`src/hdl/cpu_alu_8_16_with_flags_defines.svh`:
```
// ----------------------------------------------------------------------------
// cpu_alu_8_16_with_flags_defines.svh
// Assertion macros shared by the ALU RTL.
// ----------------------------------------------------------------------------
`ifndef CPU_ALU_8_16_WITH_FLAGS_DEFINES_SVH
`define CPU_ALU_8_16_WITH_FLAGS_DEFINES_SVH

// Same-cycle implication, checked on every rising clk outside reset.
`define CALU_ASSERT_NOW(label, ante, cons, msg) \
    label: assert property (@(posedge clk) disable iff (!rst_n) (ante) |-> (cons)) \
        else $error(msg);

// Next-cycle implication, checked on every rising clk outside reset.
`define CALU_ASSERT_NEXT(label, ante, cons, msg) \
    label: assert property (@(posedge clk) disable iff (!rst_n) (ante) |=> (cons)) \
        else $error(msg);

`endif

```
`src/hdl/calu_pkg.sv`:
```
// ----------------------------------------------------------------------------
// calu_pkg
// Operation codes and flag type for the 8/16-bit ALU.
// ----------------------------------------------------------------------------
package calu_pkg;

    localparam int unsigned DATA_W = 16;

    typedef enum logic [4:0] {
        KIND_ADC        = 5'd0,
        KIND_SBC        = 5'd1,
        KIND_AND        = 5'd2,
        KIND_EOR        = 5'd3,
        KIND_ORA        = 5'd4,
        KIND_TSB        = 5'd5,
        KIND_TRB        = 5'd6,
        KIND_ASL_A      = 5'd7,
        KIND_ASL_M      = 5'd8,
        KIND_LSR_A      = 5'd9,
        KIND_LSR_M      = 5'd10,
        KIND_ROL_A      = 5'd11,
        KIND_ROL_M      = 5'd12,
        KIND_ROR_A      = 5'd13,
        KIND_ROR_M      = 5'd14,
        KIND_BIT        = 5'd15,
        KIND_CMP        = 5'd16,
        KIND_CPX        = 5'd17,
        KIND_CPY        = 5'd18,
        KIND_DEC_A      = 5'd19,
        KIND_DEX        = 5'd20,
        KIND_DEY        = 5'd21,
        KIND_DEC_M      = 5'd22,
        KIND_INC_A      = 5'd23,
        KIND_INX        = 5'd24,
        KIND_INY        = 5'd25,
        KIND_INC_M      = 5'd26,
        KIND_XBA        = 5'd27,
        KIND_LOAD_A     = 5'd28,
        KIND_LOAD_X     = 5'd29,
        KIND_LOAD_Y     = 5'd30,
        KIND_LOAD_FLAGS = 5'd31
    } kind_t;

    typedef struct packed {
        logic n;
        logic v;
        logic z;
        logic c;
    } flags_t;

endpackage

```
`src/hdl/calu_ifs.sv`:
```
// ----------------------------------------------------------------------------
// calu_ifs
// Valid/ready channels for ALU operations and ALU results.
// ----------------------------------------------------------------------------
interface calu_op_if;
    logic                              valid;
    logic                              ready;
    calu_pkg::kind_t                   kind;
    logic                              wide;
    logic [calu_pkg::DATA_W-1:0]       operand;

    modport source (output valid, output kind, output wide, output operand, input ready);
    modport sink   (input valid, input kind, input wide, input operand, output ready);
endinterface

interface calu_res_if;
    logic                              valid;
    logic                              ready;
    logic [calu_pkg::DATA_W-1:0]       value;
    logic                              flag_n;
    logic                              flag_v;
    logic                              flag_z;
    logic                              flag_c;

    modport source (output valid, output value, output flag_n, output flag_v,
                    output flag_z, output flag_c, input ready);
    modport sink   (input valid, input value, input flag_n, input flag_v,
                    input flag_z, input flag_c, output ready);
endinterface

```
`src/hdl/cpu_alu_8_16_with_flags.sv`:
```
// An operation transfer is held in the operation register, then executes into the result register.
// Throughput: 1 operation per cycle while the result is taken each cycle; the single
//   adder/logic pass between the operation register and the result register sets that figure.
// A stalled result holds in the result register while one more operation waits
//   in the operation register.
// Reset (rst_n low, asynchronous): A, X, Y and the N, V, Z, C flags clear.
// ----------------------------------------------------------------------------
// cpu_alu_8_16_with_flags
// 65816-style binary ALU with accumulator, X, Y and N/V/Z/C flags. Each
// operation works at 8 or 16 bits and returns the value plus the flags.
// ----------------------------------------------------------------------------
`include "cpu_alu_8_16_with_flags_defines.svh"

module cpu_alu_8_16_with_flags
(
    input  logic       clk,
    input  logic       rst_n,
    calu_op_if.sink    operation,
    calu_res_if.source result
);

    localparam int unsigned W = calu_pkg::DATA_W;

    // Architectural state
    logic [W-1:0]     acc_reg, x_reg, y_reg;
    calu_pkg::flags_t flags_reg;
    logic [W-1:0]     acc_next, x_next, y_next;
    calu_pkg::flags_t flags_next;

    // Operation register
    logic             in_valid_reg;
    calu_pkg::kind_t  kind_reg;
    logic             wide_reg;
    logic [W-1:0]     operand_reg;

    // Result register
    logic             out_valid_reg;
    logic [W-1:0]     value_reg;
    calu_pkg::flags_t out_flags_reg;
    logic [W-1:0]     value_next;

    logic             advance;
    logic             in_ready;

    // Datapath temporaries
    logic [W-1:0]     mask, msb, a, m, b, r, sel, dif;
    logic [W:0]       sum;
    logic             carry_out;

    // ------------------------------------------------------------------
    // Handshake: the operation register executes when the result
    // register is empty or is being drained in the same cycle.
    // ------------------------------------------------------------------
    assign advance         = in_valid_reg && (!out_valid_reg || result.ready);
    assign in_ready        = !in_valid_reg || advance;
    assign operation.ready = in_ready;

    assign result.valid  = out_valid_reg;
    assign result.value  = value_reg;
    assign result.flag_n = out_flags_reg.n;
    assign result.flag_v = out_flags_reg.v;
    assign result.flag_z = out_flags_reg.z;
    assign result.flag_c = out_flags_reg.c;

    // ------------------------------------------------------------------
    // Single-pass execute
    // ------------------------------------------------------------------
    always_comb
    begin
        // Width select: 8-bit operations touch the low byte only.
        mask = wide_reg ? 16'hFFFF : 16'h00FF;
        msb  = wide_reg ? 16'h8000 : 16'h0080;
        a    = acc_reg & mask;
        m    = operand_reg & mask;

        // Shared adder for ADC/SBC; SBC adds the inverted operand.
        b         = (kind_reg == calu_pkg::KIND_SBC) ? (~m & mask) : m;
        sum       = {1'b0, a} + {1'b0, b} + {{W{1'b0}}, flags_reg.c};
        carry_out = wide_reg ? sum[W] : sum[8];

        acc_next   = acc_reg;
        x_next     = x_reg;
        y_next     = y_reg;
        flags_next = flags_reg;
        value_next = '0;
        r          = '0;
        sel        = '0;
        dif        = '0;

        unique case (kind_reg) inside
            calu_pkg::KIND_ADC, calu_pkg::KIND_SBC:
            begin
                r            = sum[W-1:0] & mask;
                flags_next.c = carry_out;
                flags_next.v = |(~(a ^ b) & (a ^ r) & msb);
                flags_next.n = |(r & msb);
                flags_next.z = (r == '0);
                acc_next     = (acc_reg & ~mask) | r;
                value_next   = acc_next;
            end
            calu_pkg::KIND_AND, calu_pkg::KIND_EOR, calu_pkg::KIND_ORA:
            begin
                case (kind_reg)
                    calu_pkg::KIND_AND: r = a & m;
                    calu_pkg::KIND_EOR: r = a ^ m;
                    default:            r = a | m;
                endcase
                flags_next.n = |(r & msb);
                flags_next.z = (r == '0);
                acc_next     = (acc_reg & ~mask) | r;
                value_next   = acc_next;
            end
            calu_pkg::KIND_TSB, calu_pkg::KIND_TRB:
            begin
                flags_next.z = ((a & m) == '0);
                value_next   = (kind_reg == calu_pkg::KIND_TSB) ? (m | a) : (m & ~a & mask);
            end
            calu_pkg::KIND_ASL_A, calu_pkg::KIND_ASL_M, calu_pkg::KIND_LSR_A,
            calu_pkg::KIND_LSR_M, calu_pkg::KIND_ROL_A, calu_pkg::KIND_ROL_M,
            calu_pkg::KIND_ROR_A, calu_pkg::KIND_ROR_M:
            begin
                // Odd codes act on A, even codes on the operand.
                sel = kind_reg[0] ? a : m;
                case (kind_reg) inside
                    calu_pkg::KIND_ASL_A, calu_pkg::KIND_ASL_M:
                    begin
                        r            = (sel << 1) & mask;
                        flags_next.c = |(sel & msb);
                    end
                    calu_pkg::KIND_ROL_A, calu_pkg::KIND_ROL_M:
                    begin
                        r            = ((sel << 1) | {{(W-1){1'b0}}, flags_reg.c}) & mask;
                        flags_next.c = |(sel & msb);
                    end
                    calu_pkg::KIND_LSR_A, calu_pkg::KIND_LSR_M:
                    begin
                        r            = sel >> 1;
                        flags_next.c = sel[0];
                    end
                    default:
                    begin
                        r            = (sel >> 1) | (flags_reg.c ? msb : '0);
                        flags_next.c = sel[0];
                    end
                endcase
                flags_next.n = |(r & msb);
                flags_next.z = (r == '0);
                if (kind_reg[0])
                begin
                    acc_next   = (acc_reg & ~mask) | r;
                    value_next = acc_next;
                end
                else
                begin
                    value_next = r;
                end
            end
            calu_pkg::KIND_BIT:
            begin
                r            = a & m;
                flags_next.n = |(m & msb);
                flags_next.v = wide_reg ? m[14] : m[6];
                flags_next.z = (r == '0);
                value_next   = r;
            end
            calu_pkg::KIND_CMP, calu_pkg::KIND_CPX, calu_pkg::KIND_CPY:
            begin
                case (kind_reg)
                    calu_pkg::KIND_CMP: sel = a;
                    calu_pkg::KIND_CPX: sel = x_reg & mask;
                    default:            sel = y_reg & mask;
                endcase
                dif          = sel - m;
                r            = dif & mask;
                flags_next.c = (sel >= m);
                flags_next.n = |(r & msb);
                flags_next.z = (r == '0);
                value_next   = r;
            end
            calu_pkg::KIND_DEC_A, calu_pkg::KIND_DEX, calu_pkg::KIND_DEY,
            calu_pkg::KIND_DEC_M, calu_pkg::KIND_INC_A, calu_pkg::KIND_INX,
            calu_pkg::KIND_INY, calu_pkg::KIND_INC_M:
            begin
                case (kind_reg) inside
                    calu_pkg::KIND_DEC_A, calu_pkg::KIND_INC_A: sel = a;
                    calu_pkg::KIND_DEX, calu_pkg::KIND_INX:     sel = x_reg & mask;
                    calu_pkg::KIND_DEY, calu_pkg::KIND_INY:     sel = y_reg & mask;
                    default:                                    sel = m;
                endcase
                if (kind_reg >= calu_pkg::KIND_INC_A)
                    dif = sel + 16'd1;
                else
                    dif = sel - 16'd1;
                r            = dif & mask;
                flags_next.n = |(r & msb);
                flags_next.z = (r == '0);
                case (kind_reg) inside
                    calu_pkg::KIND_DEC_A, calu_pkg::KIND_INC_A:
                    begin
                        acc_next   = (acc_reg & ~mask) | r;
                        value_next = acc_next;
                    end
                    calu_pkg::KIND_DEX, calu_pkg::KIND_INX:
                    begin
                        x_next     = (x_reg & ~mask) | r;
                        value_next = x_next;
                    end
                    calu_pkg::KIND_DEY, calu_pkg::KIND_INY:
                    begin
                        y_next     = (y_reg & ~mask) | r;
                        value_next = y_next;
                    end
                    default:
                    begin
                        value_next = r;
                    end
                endcase
            end
            calu_pkg::KIND_XBA:
            begin
                // Full 16-bit swap; flags follow the new low byte.
                acc_next     = {acc_reg[7:0], acc_reg[15:8]};
                flags_next.n = acc_reg[15];
                flags_next.z = (acc_reg[15:8] == 8'd0);
                value_next   = acc_next;
            end
            calu_pkg::KIND_LOAD_A, calu_pkg::KIND_LOAD_X, calu_pkg::KIND_LOAD_Y:
            begin
                flags_next.n = |(m & msb);
                flags_next.z = (m == '0);
                case (kind_reg)
                    calu_pkg::KIND_LOAD_A:
                    begin
                        acc_next   = (acc_reg & ~mask) | m;
                        value_next = acc_next;
                    end
                    calu_pkg::KIND_LOAD_X:
                    begin
                        x_next     = (x_reg & ~mask) | m;
                        value_next = x_next;
                    end
                    default:
                    begin
                        y_next     = (y_reg & ~mask) | m;
                        value_next = y_next;
                    end
                endcase
            end
            default:
            begin
                // Flag load: operand bits 3..0 are n, v, z, c.
                flags_next = calu_pkg::flags_t'(operand_reg[3:0]);
                value_next = '0;
            end
        endcase
    end

    // ------------------------------------------------------------------
    // Control and state registers
    // ------------------------------------------------------------------
    always_ff @(posedge clk or negedge rst_n)
    begin
        if (!rst_n)
        begin
            in_valid_reg  <= 1'b0;
            out_valid_reg <= 1'b0;
            acc_reg       <= '0;
            x_reg         <= '0;
            y_reg         <= '0;
            flags_reg     <= '0;
        end
        else
        begin
            // Accept a new transfer whenever the operation register frees up.
            if (in_ready)
                in_valid_reg <= operation.valid;

            if (advance)
                out_valid_reg <= 1'b1;
            else if (result.ready)
                out_valid_reg <= 1'b0;

            // Commit architectural state only when the operation executes.
            if (advance)
            begin
                acc_reg   <= acc_next;
                x_reg     <= x_next;
                y_reg     <= y_next;
                flags_reg <= flags_next;
            end
        end
    end

    // Payload registers: no reset needed.
    always_ff @(posedge clk)
    begin
        if (in_ready && operation.valid)
        begin
            kind_reg    <= operation.kind;
            wide_reg    <= operation.wide;
            operand_reg <= operation.operand;
        end
        if (advance)
        begin
            value_reg     <= value_next;
            out_flags_reg <= flags_next;
        end
    end

    // ------------------------------------------------------------------
    // Assertions
    // ------------------------------------------------------------------
    `CALU_ASSERT_NEXT(a_state_holds_when_idle, !advance,
        $stable(acc_reg) && $stable(x_reg) && $stable(y_reg) && $stable(flags_reg),
        "register file changed without an executing operation")

    `CALU_ASSERT_NEXT(a_result_follows_execute, advance, out_valid_reg,
        "executed operation produced no result")

    `CALU_ASSERT_NEXT(a_narrow_keeps_high_byte,
        advance && !wide_reg && (kind_reg != calu_pkg::KIND_XBA),
        acc_reg[15:8] == $past(acc_reg[15:8]),
        "8-bit operation changed accumulator high byte")

    `CALU_ASSERT_NEXT(a_compare_no_write,
        advance && ((kind_reg == calu_pkg::KIND_CMP) || (kind_reg == calu_pkg::KIND_CPX)
                    || (kind_reg == calu_pkg::KIND_CPY)),
        $stable(acc_reg) && $stable(x_reg) && $stable(y_reg) && (flags_reg.v == $past(flags_reg.v)),
        "compare wrote a register or V")

    `CALU_ASSERT_NOW(a_result_flags_match_state, out_valid_reg && !in_valid_reg,
        out_flags_reg == flags_reg,
        "reported flags differ from committed flags")

endmodule
```
`src/flat_wrapper.sv`:
```
// flat-port wrapper written by rule: the top's interface ports become plain ports
module cpu_alu_8_16_with_flags_flat 
  (clk, rst_n, operation_valid, operation_kind, operation_wide, operation_operand, operation_ready, result_valid, result_value, result_flag_n, result_flag_v, result_flag_z, result_flag_c, result_ready);
  calu_op_if operation_i ();
  calu_res_if result_i ();
  input  logic clk;
  input  logic rst_n;
  input wire logic [$bits(operation_i.valid)-1:0] operation_valid;
  input wire logic [$bits(operation_i.kind)-1:0] operation_kind;
  input wire logic [$bits(operation_i.wide)-1:0] operation_wide;
  input wire logic [$bits(operation_i.operand)-1:0] operation_operand;
  output wire logic [$bits(operation_i.ready)-1:0] operation_ready;
  output wire logic [$bits(result_i.valid)-1:0] result_valid;
  output wire logic [$bits(result_i.value)-1:0] result_value;
  output wire logic [$bits(result_i.flag_n)-1:0] result_flag_n;
  output wire logic [$bits(result_i.flag_v)-1:0] result_flag_v;
  output wire logic [$bits(result_i.flag_z)-1:0] result_flag_z;
  output wire logic [$bits(result_i.flag_c)-1:0] result_flag_c;
  input wire logic [$bits(result_i.ready)-1:0] result_ready;
  assign operation_i.valid = operation_valid;
  assign operation_i.kind = operation_kind;
  assign operation_i.wide = operation_wide;
  assign operation_i.operand = operation_operand;
  assign operation_ready = operation_i.ready;
  assign result_valid = result_i.valid;
  assign result_value = result_i.value;
  assign result_flag_n = result_i.flag_n;
  assign result_flag_v = result_i.flag_v;
  assign result_flag_z = result_i.flag_z;
  assign result_flag_c = result_i.flag_c;
  assign result_i.ready = result_ready;
  cpu_alu_8_16_with_flags u_core (.clk(clk), .rst_n(rst_n), .operation(operation_i), .result(result_i));
endmodule
```
`config.mk`:
```
export PLATFORM = sky130hd
export DESIGN_NAME = cpu_alu_8_16_with_flags_flat
export DESIGN_NICKNAME = d
export VERILOG_FILES = /design/src/hdl/calu_pkg.sv /design/src/hdl/calu_ifs.sv /design/src/hdl/cpu_alu_8_16_with_flags.sv /design/src/flat_wrapper.sv
export VERILOG_INCLUDE_DIRS = /design/src /design/src/hdl
export SDC_FILE = /design/constraint.sdc
export NUM_CORES = 1
export LEC_CHECK = 0
export BUFFER_PORTS_ARGS = -buffer_cell sky130_fd_sc_hd__buf_2
export CELL_PAD_IN_SITES_DETAIL_PLACEMENT = 1
export CELL_PAD_IN_SITES_GLOBAL_PLACEMENT = 1
export CORE_ASPECT_RATIO = 0.75
export CORE_UTILIZATION = 35
export DETAILED_ROUTE_END_ITERATION = 8
export GPL_ROUTABILITY_DRIVEN = 0
export GPL_TIMING_DRIVEN = 0
export PLACE_DENSITY_LB_ADDON = 0.1
export SLEW_MARGIN = 20
export SYNTH_ARGS = -nofsm -noshare
export SYNTH_HDL_FRONTEND = slang
export SYNTH_SLANG_ARGS = --single-unit
```
`constraint.sdc`:
```
create_clock -name clk -period 5.6 [get_ports clk]
set_clock_uncertainty 0.2 [all_clocks]
set_input_delay 1.12 -clock clk [delete_from_list [all_inputs] [get_ports clk]]
set_output_delay 1.12 -clock clk [all_outputs]
set_load 0.005 [all_outputs]
```
* Yosys cells after proc, flatten, opt, wreduce, memory -nomap -nowiden
Index checks and enable logic that the tools add are counted.
** Storage, ports and cells
- Bits in registers :: 95
- Input bits :: 26
- Output and inout bits :: 22
- Logic and storage cells :: 202
** Cells by class
- Add/subtract/negate cells :: 5
- Magnitude comparators :: 2
- Equality and inequality tests :: 39
- Mux-type cells :: 49
- Bitwise gates (word level) :: 44
- Reduce and logical (&&, ||, !) cells :: 47
** Operators by type and width (count)
- 16-bit two-way mux :: 32
- 16-bit AND :: 25
- 16-bit bitwise OR :: 10
- 16-bit one-hot mux with 2 select lines :: 5
- 16-bit one-hot mux with 9 select lines :: 1
- 16-bit OR reduction :: 8
- 16-bit logical NOT :: 7
- 16-bit one-hot mux with 6 select lines :: 1
- 5-bit == test (second input constant) :: 15
- 16-bit NOT :: 4
- 16-bit bitwise XOR :: 3
- 5-bit by 4-bit == test with 1-bit output (second input constant) :: 8
- 28-bit OR reduction :: 1
- 5-bit by 3-bit == test with 1-bit output (second input constant) :: 4
- 18-bit OR reduction :: 1
- 2-bit OR reduction :: 9
- 16-bit by 16-bit adder with 17-bit output :: 1
- 17-bit by 1-bit adder with 17-bit output :: 1
- 16-bit by 1-bit adder with 16-bit output (second input constant) :: 1
- 16-bit greater-or-equal comparator :: 1
- 15-bit by 16-bit bitwise OR with 16-bit output :: 1
- 16-bit by 1-bit bitwise OR with 16-bit output :: 1
- 1-bit one-hot mux with 8 select lines :: 2
- 8-bit OR reduction :: 2
- 21 further kinds :: 42

* Depth between registers and ports, before layout
Gate-level depths: netlist (run 1).
- Depth after elaboration :: 15
- Depth in mapped cells :: 22

* Worst setup path before layout (run 1)
No wires, ideal clock.
- Path kind :: flip-flop to flip-flop
- From :: register u_core.kind_reg[4]
- To :: register u_core.out_flags_reg, in the netlist u_core.result.flag_c (data pin)
- Library setup time :: 0.274 ns
- Data arrival time :: 4.694 ns
- Required time :: 5.126 ns
- Slack :: 0.432 ns
- Stages on the path, launching flop included :: 20
- Buffers on the path :: 6
- Clock period less this slack :: 5.168 ns
- Cell sequence :: edfxtp_1 > buf_4 > buf_2 > clkbuf_1 > buf_2 > or4_1 > clkbuf_1 > buf_2 > xnor2_1 > fa_1 > inv_1 > fa_1 > a211oi_1 > o21bai_1 > o41ai_1 > a211oi_1 > o21ai_0 > a31oi_1 > a2111oi_0 > nor2_1
** RTL lines
- from (decl) :: line cpu_alu_8_16_with_flags.sv:32 : calu_pkg::kind_t kind_reg;
- from (signal assigned) :: line cpu_alu_8_16_with_flags.sv:299 : kind_reg <= operation.kind;
- to (signal assigned) :: line cpu_alu_8_16_with_flags.sv:306 : out_flags_reg <= flags_next;
- to (decl) :: line cpu_alu_8_16_with_flags.sv:39 : calu_pkg::flags_t out_flags_reg;

==> results of run 1 <==
-- through the flow --
| step | hold WS (ps) | area (µm²) | setup slack [ps] | TNS, ps |
|---|---|---|---|---|
| finish | 297 | 13000 | 12.6 | 0 |
| global route | 310 | 13000 | -29.9 | -57.5 |
| CTS | 302 | 12900 | -37.7 | -62.0 |
| detailed placement | 289 | 12400 | -2130 | -26720 |
| global placement | 262 | 12300 | -2770 | -32580 |
| floorplan | 249 | 11500 | 432 | 0 |
-- worst max-delay path: stages, from the launching register on --
cell	delay [ps]
edfxtp_1	420
clkbuf_2	250
inv_2	230
buf_2	340
buf_4	280
buf_2	320
clkbuf_4	320
nor2_1	80
ha_1	420
nand2_1	130
nor2_1	140
or4_1	490
o22ai_1	320
a21bo_2	280
mux2i_4	420
a2111oi_4	150
o22ai_4	310
o211ai_2	170
-- worst min path at each step --
| stage | slack [ps] | end | depth (start not counted) |
|---|---|---|---|
| 6_report | 300 | u_core.result.valid$_DFFE_PN0P_ | 1 |
| 5_1_grt | 310 | u_core.result.valid$_DFFE_PN0P_ | 1 |
| 4_1_cts | 300 | u_core.result.valid$_DFFE_PN0P_ | 1 |
| 3_5_place_dp | 290 | u_core.result.valid$_DFFE_PN0P_ | 1 |
| 3_3_place_gp | 260 | u_core.result.valid$_DFFE_PN0P_ | 1 |
| 2_1_floorplan | 250 | u_core.result.valid$_DFFE_PN0P_ | 1 |
-- repair_timing --
action | 4_1_cts | 5_1_grt
endpoints found under the setup margin | 42 | 13
buffers inserted | 5 | 3
gates resized for setup | 46 | 30
pin swaps | 7 | 10
-- synthesized netlist by cell type (20+ instances only) --
library cell	number
nand2_1	170
a21oi_1	141
nor2_1	122
o21ai_0	121
ha_1	85
clkbuf_1	71
mux2i_1	58
inv_1	55
dfrtp_1	53
edfxtp_1	42
o211ai_1	38
nand3_1	37
a221oi_1	27
nor3_1	26
a211oi_1	23
xor2_1	23
nand2b_1	22
xnor2_1	20
-- report_power, final --
part | leakage [nW] | internal (mW) | switching, mW
sequential | 1.06 | 0.935 | 0.262
combinational | 4.10 | 1.01 | 1.94
clock | 0.128 | 0.307 | 0.336
total | 5.29 | 2.25 | 2.54
-- cell families after synthesis --
kind of cell             after synthesis
flip-flops                            95
AO/OA/AOI/OAI                        521
adder cells (fa/ha/maj)               89
AND/OR/NAND/NOR                      501
multiplexers                          76
buffers and inverters                164
XOR/XNOR                              44
-- per-layer routing --
metal | up-vias | global-route usage [%] | wire (µm)
met4 | 0 | 14.9 | 2750
met5 | - | 0 | 0
met2 | 958 | 52.5 | 25100
met3 | 218 | 12.2 | 8300
met1 | 6695 | 53.1 | 27300
li1 | 5724 | - | -
-- layout make-up --
class                           instances  share of cell area [%]
Clock inverter                          5                   0.336
Antenna cell                            4                  0.0769
Multi-Input combinational cell       1231                    65.5
Inverter                               57                    1.64
Tap cell                              442                    4.25
Clock buffer                           11                    1.79
Sequential cell                        95                    19.9
Buffer                                 97                    3.74
Timing Repair Buffer                   60                    2.81
==> results.txt, run 1 <==
* Leakage: 5.29 nW
- Once the floorplan was initialized, standard cells occupied 35.6% of the core.
- Top FF cell, synth: dfrtp_1
- Crit path capture: u_core.result.flag_z$_DFFE_PP_
- The count of cells in the finished layout, fillers not included, comes to around 2000.
- By area the synthesized netlist is led by dfrtp_1 12%, edfxtp_1 11%, ha_1 9.2%.
* Fraction of final layout cells sized beyond drive strength 1: 12.8%
* Fmax: ~0.18 GHz
- Via count of the first global-routing pass: ~13000
- Sum of routed wire length over all layers: between 60000 and 70000 µm
- Vias/cell: roughly 6.8
* Row count: 57
- Global-route wire length before repair: ~92000 µm
- Ys async rst share: 55.8%
- Filler Cells Inserted: approximately 4000
- The clock drives 95 sinks.
* Routed len/inst: ~32 µm
- Number of synthesized register bits: between 90 and 100
- Buffers inserted during clock tree synthesis total 9.
- Register area share after synthesis: between 20% and 30%
* Type of element capturing the critical path: flop
- In the layout the commonest cells are 170 x nand2_1, 139 x a21oi_1, 122 x nor2_1.
* Layout overhead on the synthesized area: 12.9%
* Final critical-path required period: roughly 5600 ps
* Gr usage total: between 30% and 40%
- Hold Crit Start: u_core.in_valid_reg$_DFFE_PN0N_
- Total of buffers placed on input and output ports: 47
* Fin crit share: 99.8%
- Multiplexer cells account for about 7.3% of the synthesized area.
- Top-level port count: 48
- Worst Max-Slew Pin Slew: ~1300 ps
- In this run the clock root is driven by a clkbuf_16.
- The number of antenna violations at the first check in global routing was 3.
* Crit start category: flop
- The average instance in the mapped netlist occupies between 7 and 8 µm².
* Remaining max-slew budget at the tightest pin: about an eighth
* Cell Pwr Density: approximately 370 nW/µm²
- Area enclosed by the die boundary: about 34000 µm²
- The run finished with clean final reports.
* Dominant combinational cell family by area after synthesis: compound AO/OA/AOI/OAI gates
* Net count after synthesis: 1605
* Critical setup path kind: reg2reg
- Number of hold-repair buffers added at the cts stage: 0
- Data arrives at the worst endpoint at 5500 ps.
- Width of the chip: 212 µm
- In this run the critical register-to-register path is launched from u_core.wide_reg$_DFFE_PP_.
* HPWL after DPL: about 50000 µm
- Setup violations remaining at the end of the flow were counted as 0.
- The final route contains ~14000 vias.
* Cell area after synthesis: around 12000 µm²
* Parity-gate share of the synthesized area counting xor and xnor cells: under 10%
- The worst hold path belongs to the class reg2reg.
- Of all nets on the critical path, the largest fanout is 10.
- Clock latency on the worst-skew pair: roughly 400 ps
* R2r worst-path depth: 17
- Number of placed instances with taps included: approximately 2000
- The biggest area contributor in the post-synthesis netlist is dfrtp_1.
* Htree depth: 3
- The synthesized netlist devotes between 20% and 30% of its cell area to compound gates.
- Violation count after the first detailed-routing iteration: around 1800
- Die extent in y: between 150 and 200 µm
- Synthesized-area fraction occupied by adder cells: 9.92%
* Area taken by flip-flops and latches: around 2600 µm²
* Count of final hold-check violations: 0
- CTS Buffer Depth: 2
- Residual DRC: 0
- The count of final max-slew check failures was 0.
- Count of mapped cells out of synthesis: around 1500
- In this run the remaining antenna-violating nets after routing total 0.
- Maximum number of pins on one net before global-route repair: 35
- TritonCTS built the clock tree.
- In the final design database the tool counted approximately 1700 nets.
* Clock transition at the registers of the reported paths: approximately 80 ps
- Fraction of the mapped netlist area in simple logic gates: around a fifth
* Overall Power: between 4 and 5 mW
- The synthesized design contains 42 enable-type register cells.
* Syn. warnings: 0
- The total overflow left after global routing is 0.
* Required time worst endpoint: 5520 ps
- Beginning of the critical path: u_core.wide_reg$_DFFE_PP_
- Across the run, the number of max-cap violations was 0.
- Area of combinational cells with multiple inputs: 8520 µm²
- Worst-case register-to-register setup slack: about 13 ps
* Top cell type's share of synthesized area: between 10% and 20%
* Worst reg2reg endpoint: u_core.result.flag_z$_DFFE_PP_
* Unique cell type count in the Yosys netlist: 90
* Number of optimization iterations in the first detailed-route pass: 7
- IR analysis of the VDD net gives a maximum drop of around 0.15 mV.
* Most common library cell in the layout ignoring fill and taps: nand2_1
* Core outline area: about 32000 µm²
- Post-layout util: around two fifths
* Unrepaired setup endpoints after global routing: true
No activity file was read; power rests on OpenSTA's default activity.
==> inputs of run 2 (changes only) <==
- CORE_UTILIZATION: 35 -> 46
==> run 2 against run 1 <==
  * The flow now finishes with violations (setup timing)
  * Largest cell class unchanged
  * Sequential share of layout area barely moved
  * Flip-flop and latch count did not move
  * Hold slack got worse by 5.3 ps
  * Sequential power barely moved
  * Clock power rose by 6.1%
  * Fmax fell by 0.96%
  * Wire length fell by 2.6%
  * Non-clock buffer count rose by 8
  * Largest power group unchanged
  * Critical path depth rose by 1
  * Global-route usage rose by 11 points
==> results.txt, run 2 (same netlist as run 1, synthesis figures left out) <==
- Run status: finished, violations left
- The final reports fail on setup timing.
- CP Cell Sequence: clkbuf_2 > inv_2 > clkbuf_4 > buf_2 > buf_4 > clkbuf_2 > nor2_1 > ha_2 > nand2_1 > a21oi_1 > o41ai_4 > buf_4 > a211oi_1 > o21ai_0 > nor2b_2 > a2111oi_4 > o22ai_4 > o211ai_2
- Maxcap violations: 0
- In the routed layout, each cell is associated on average with a via count of around 7.4.
- Maximum ir drop on the vdd rail: between 0.2 and 0.3 mV
- The largest single stage delay on the critical path is 610 ps.
- The cell sitting at the root of the clock tree is a clkbuf_16.
- The count of buffers added on input and output ports is 47.
* Clock transition at the registers of the reported paths: 80 ps
* Required time worst endpoint: 5610 ps
- The analysis attributes to cell leakage a power of 5.36 nW.
- For the worst-skew pair, the clock arrives at the later sink with an insertion delay of 390 ps.
- Final critical-path required period: about 5600 ps
- STA classifies the critical path startpoint as a flop.
- Most frequent cells in the layout: 170 x nand2_1, 141 x a21oi_1, 120 x nor2_1
* Count of final hold-check violations: 0
- Registers take 2590 µm².
* Initial core utilization: a little under half
- Filler Cells Inserted: slightly above 3000
- For the worst setup path, the data arrival time is 5650 ps.
* Net count reported at finish: about 1700
- Remaining max-slew budget at the tightest pin: under 10%
- In this run the number of cells on the critical path is 18.
* Sum of routed wire length over all layers: roughly 62000 µm
- Pint: around 2.3 mW
* Area enclosed by the die boundary: approximately 26000 µm²
- TritonCTS built the clock tree.
* Via count: between 10000 and 15000
- Along the worst hold path, the cell count comes to 1.
- Row count: just under 50
* Die extent in y: between 100 and 150 µm
- In the final layout, the multi-input gates occupy about 8600 µm².
- Number of optimization iterations in the first detailed-route pass: 9
- The first global-routing pass estimated 89800 µm of wire.
* Most common library cell in the layout ignoring fill and taps: nand2_1
- Global routing used 48.3% of the available tracks across all layers.
- Top-level port count: between 40 and 50
- Critical setup path kind: reg2reg
- In this run the worst path has a maximum fanout of 10.
* Post-detailed-route count of antenna-violating nets: 0
* HPWL after DPL: roughly 48000 µm
- Sequential group share of total power: roughly a quarter
- In the post-route analysis, the smallest setup slack over all paths is -41.4 ps.
- CTS Buffer Depth: 2
- After detailed placement, the design holds a cell count of between 1500 and 2000.
- For the final routed database, the setup TNS stands at -41.4 ps.
* Net switching power of the design: around 2.6 mW
- The tree built by TritonCTS fans out to 95 sinks.
- After the flow finishes, the layout carries non-filler instances totaling 1896.
- Share of total power consumed by net switching: about 53%
* Type of element capturing the critical path: flop
- Via count of the first global-routing pass: 13600
- From synthesis to final layout, the design area changed by 13.0%.
* Combinational power share: about three fifths
- CP Buf/Inv Count: 7
- The min-delay analysis places its worst path in the category reg2reg.
* Fraction of final layout cells sized beyond drive strength 1: 13.7%
- On the critical path, the stage with the largest delay is an instance of a2111oi_4.
- Total global routing overflow: 0
- Routed len/inst: 32.6 µm
* Number of antenna violations at the first check in global routing: 4
* R2r worst-path depth: 18
- Setup violations remaining at the end of the flow were counted as 1.
- After detailed routing, the number of remaining DRC violations is 0.
- In this run the horizontal extent of the chip is 185 µm.
* Fin crit share: 101%
* Worst Max-Slew Pin Slew: 1360 ps
- Hold repair after CTS inserted 0 buffers.
- Static timing analysis puts the maximum clock frequency at between 0.15 and 0.2 GHz.
- The H-tree was split into 3 levels.
- The kind of cell with the highest combined delay along the critical path is compound AO/OA/AOI/OAI gates.
* Core outline area: about 24000 µm²
* Total CTS buffers: 9
- Of the total power, the clock network draws 13.8%.
- Maximum number of pins on one net before global-route repair: 45
- Violation count after the first detailed-routing iteration: 2493
* Fin. max-slew vios: 0
* Cell Pwr Density: ~380 nW/µm²
[run 2: cell types whose count changed in the layout (fill, tap and decap cells not counted), moves of 3 or more]
cell      before  now
a211oi_2       4    1
diode_2        4    1
inv_6          0    3
buf_6          5    8
buf_4         23   29
mux2i_2        2    6
mux2i_1       55   51
[run 2: layer usage]
metal  part of all wire [%]  up-vias  track usage (%)
met5                  0.060        -             1.52
li1                       -     5741                -
met4                    8.4        6             31.7
met2                     38     1192             63.5
met1                     39     6767             62.5
met3                     15      392             21.8
[run 2: per-stage QoR]
step | cell area, µm² | util, % | setup slack [ps] | total power, mW | hold slack (ps)
floorplan | 11500 | - | 432 | 2.83 | 249
finish | 13000 | 53.7 | -41.4 | 4.93 | 291
CTS | 12900 | 53.0 | 73.4 | 4.66 | 296
global route | 13000 | 53.7 | -26.1 | 5.08 | 316
global placement | 12200 | 50.2 | -2620 | 3.76 | 267
detailed placement | 12300 | 50.6 | -2220 | 3.86 | 289
[run 2: final timing paths]
check                                                start                               to  slack (ps)
min in group asynchronous                            rst_n  u_core.flags_reg[2]$_DFFE_PN0P_         400
hold / removal             u_core.in_valid_reg$_DFFE_PN0N_  u_core.result.valid$_DFFE_PN0P_         290
max in group asynchronous                            rst_n      u_core.y_reg[0]$_DFFE_PN0P_        4250
hold reg to reg            u_core.in_valid_reg$_DFFE_PN0N_  u_core.result.valid$_DFFE_PN0P_         290
setup reg to reg                 u_core.wide_reg$_DFFE_PP_   u_core.result.flag_z$_DFFE_PP_         -40
setup / recovery                 u_core.wide_reg$_DFFE_PP_   u_core.result.flag_z$_DFFE_PP_         -40
[run 2: area by class of cell]
class                   count  share of cell area, %
multi-input cells        1231                   65.7
flip-flops and latches     95                   19.9
plain buffers              96                   3.85
repair buffers             69                   3.43
well taps                 331                   3.18
clock buffers               9                   1.73
inverters                  57                   1.64
clock inverters             7                  0.595
diodes                      1                 0.0192
[run 2: power groups by stage]
stage | Sequential [mW] | Clock [mW] | Combinational (mW)
6_report | 1.21 | 0.682 | 3.04
5_1_grt | 1.21 | 0.700 | 3.17
4_1_cts | 1.18 | 0.680 | 2.81
3_5_place_dp | 1.19 | 0 | 2.67
3_3_place_gp | 1.18 | 0 | 2.58
2_1_floorplan | 1.08 | 0 | 1.74
[run 2: repair_timing]
item	4_1_cts	5_1_grt
gates resized for setup	52	38
cloned	0	0
pin swaps	10	15
endpoints found under the setup margin	47	16
setup buffers	9	8
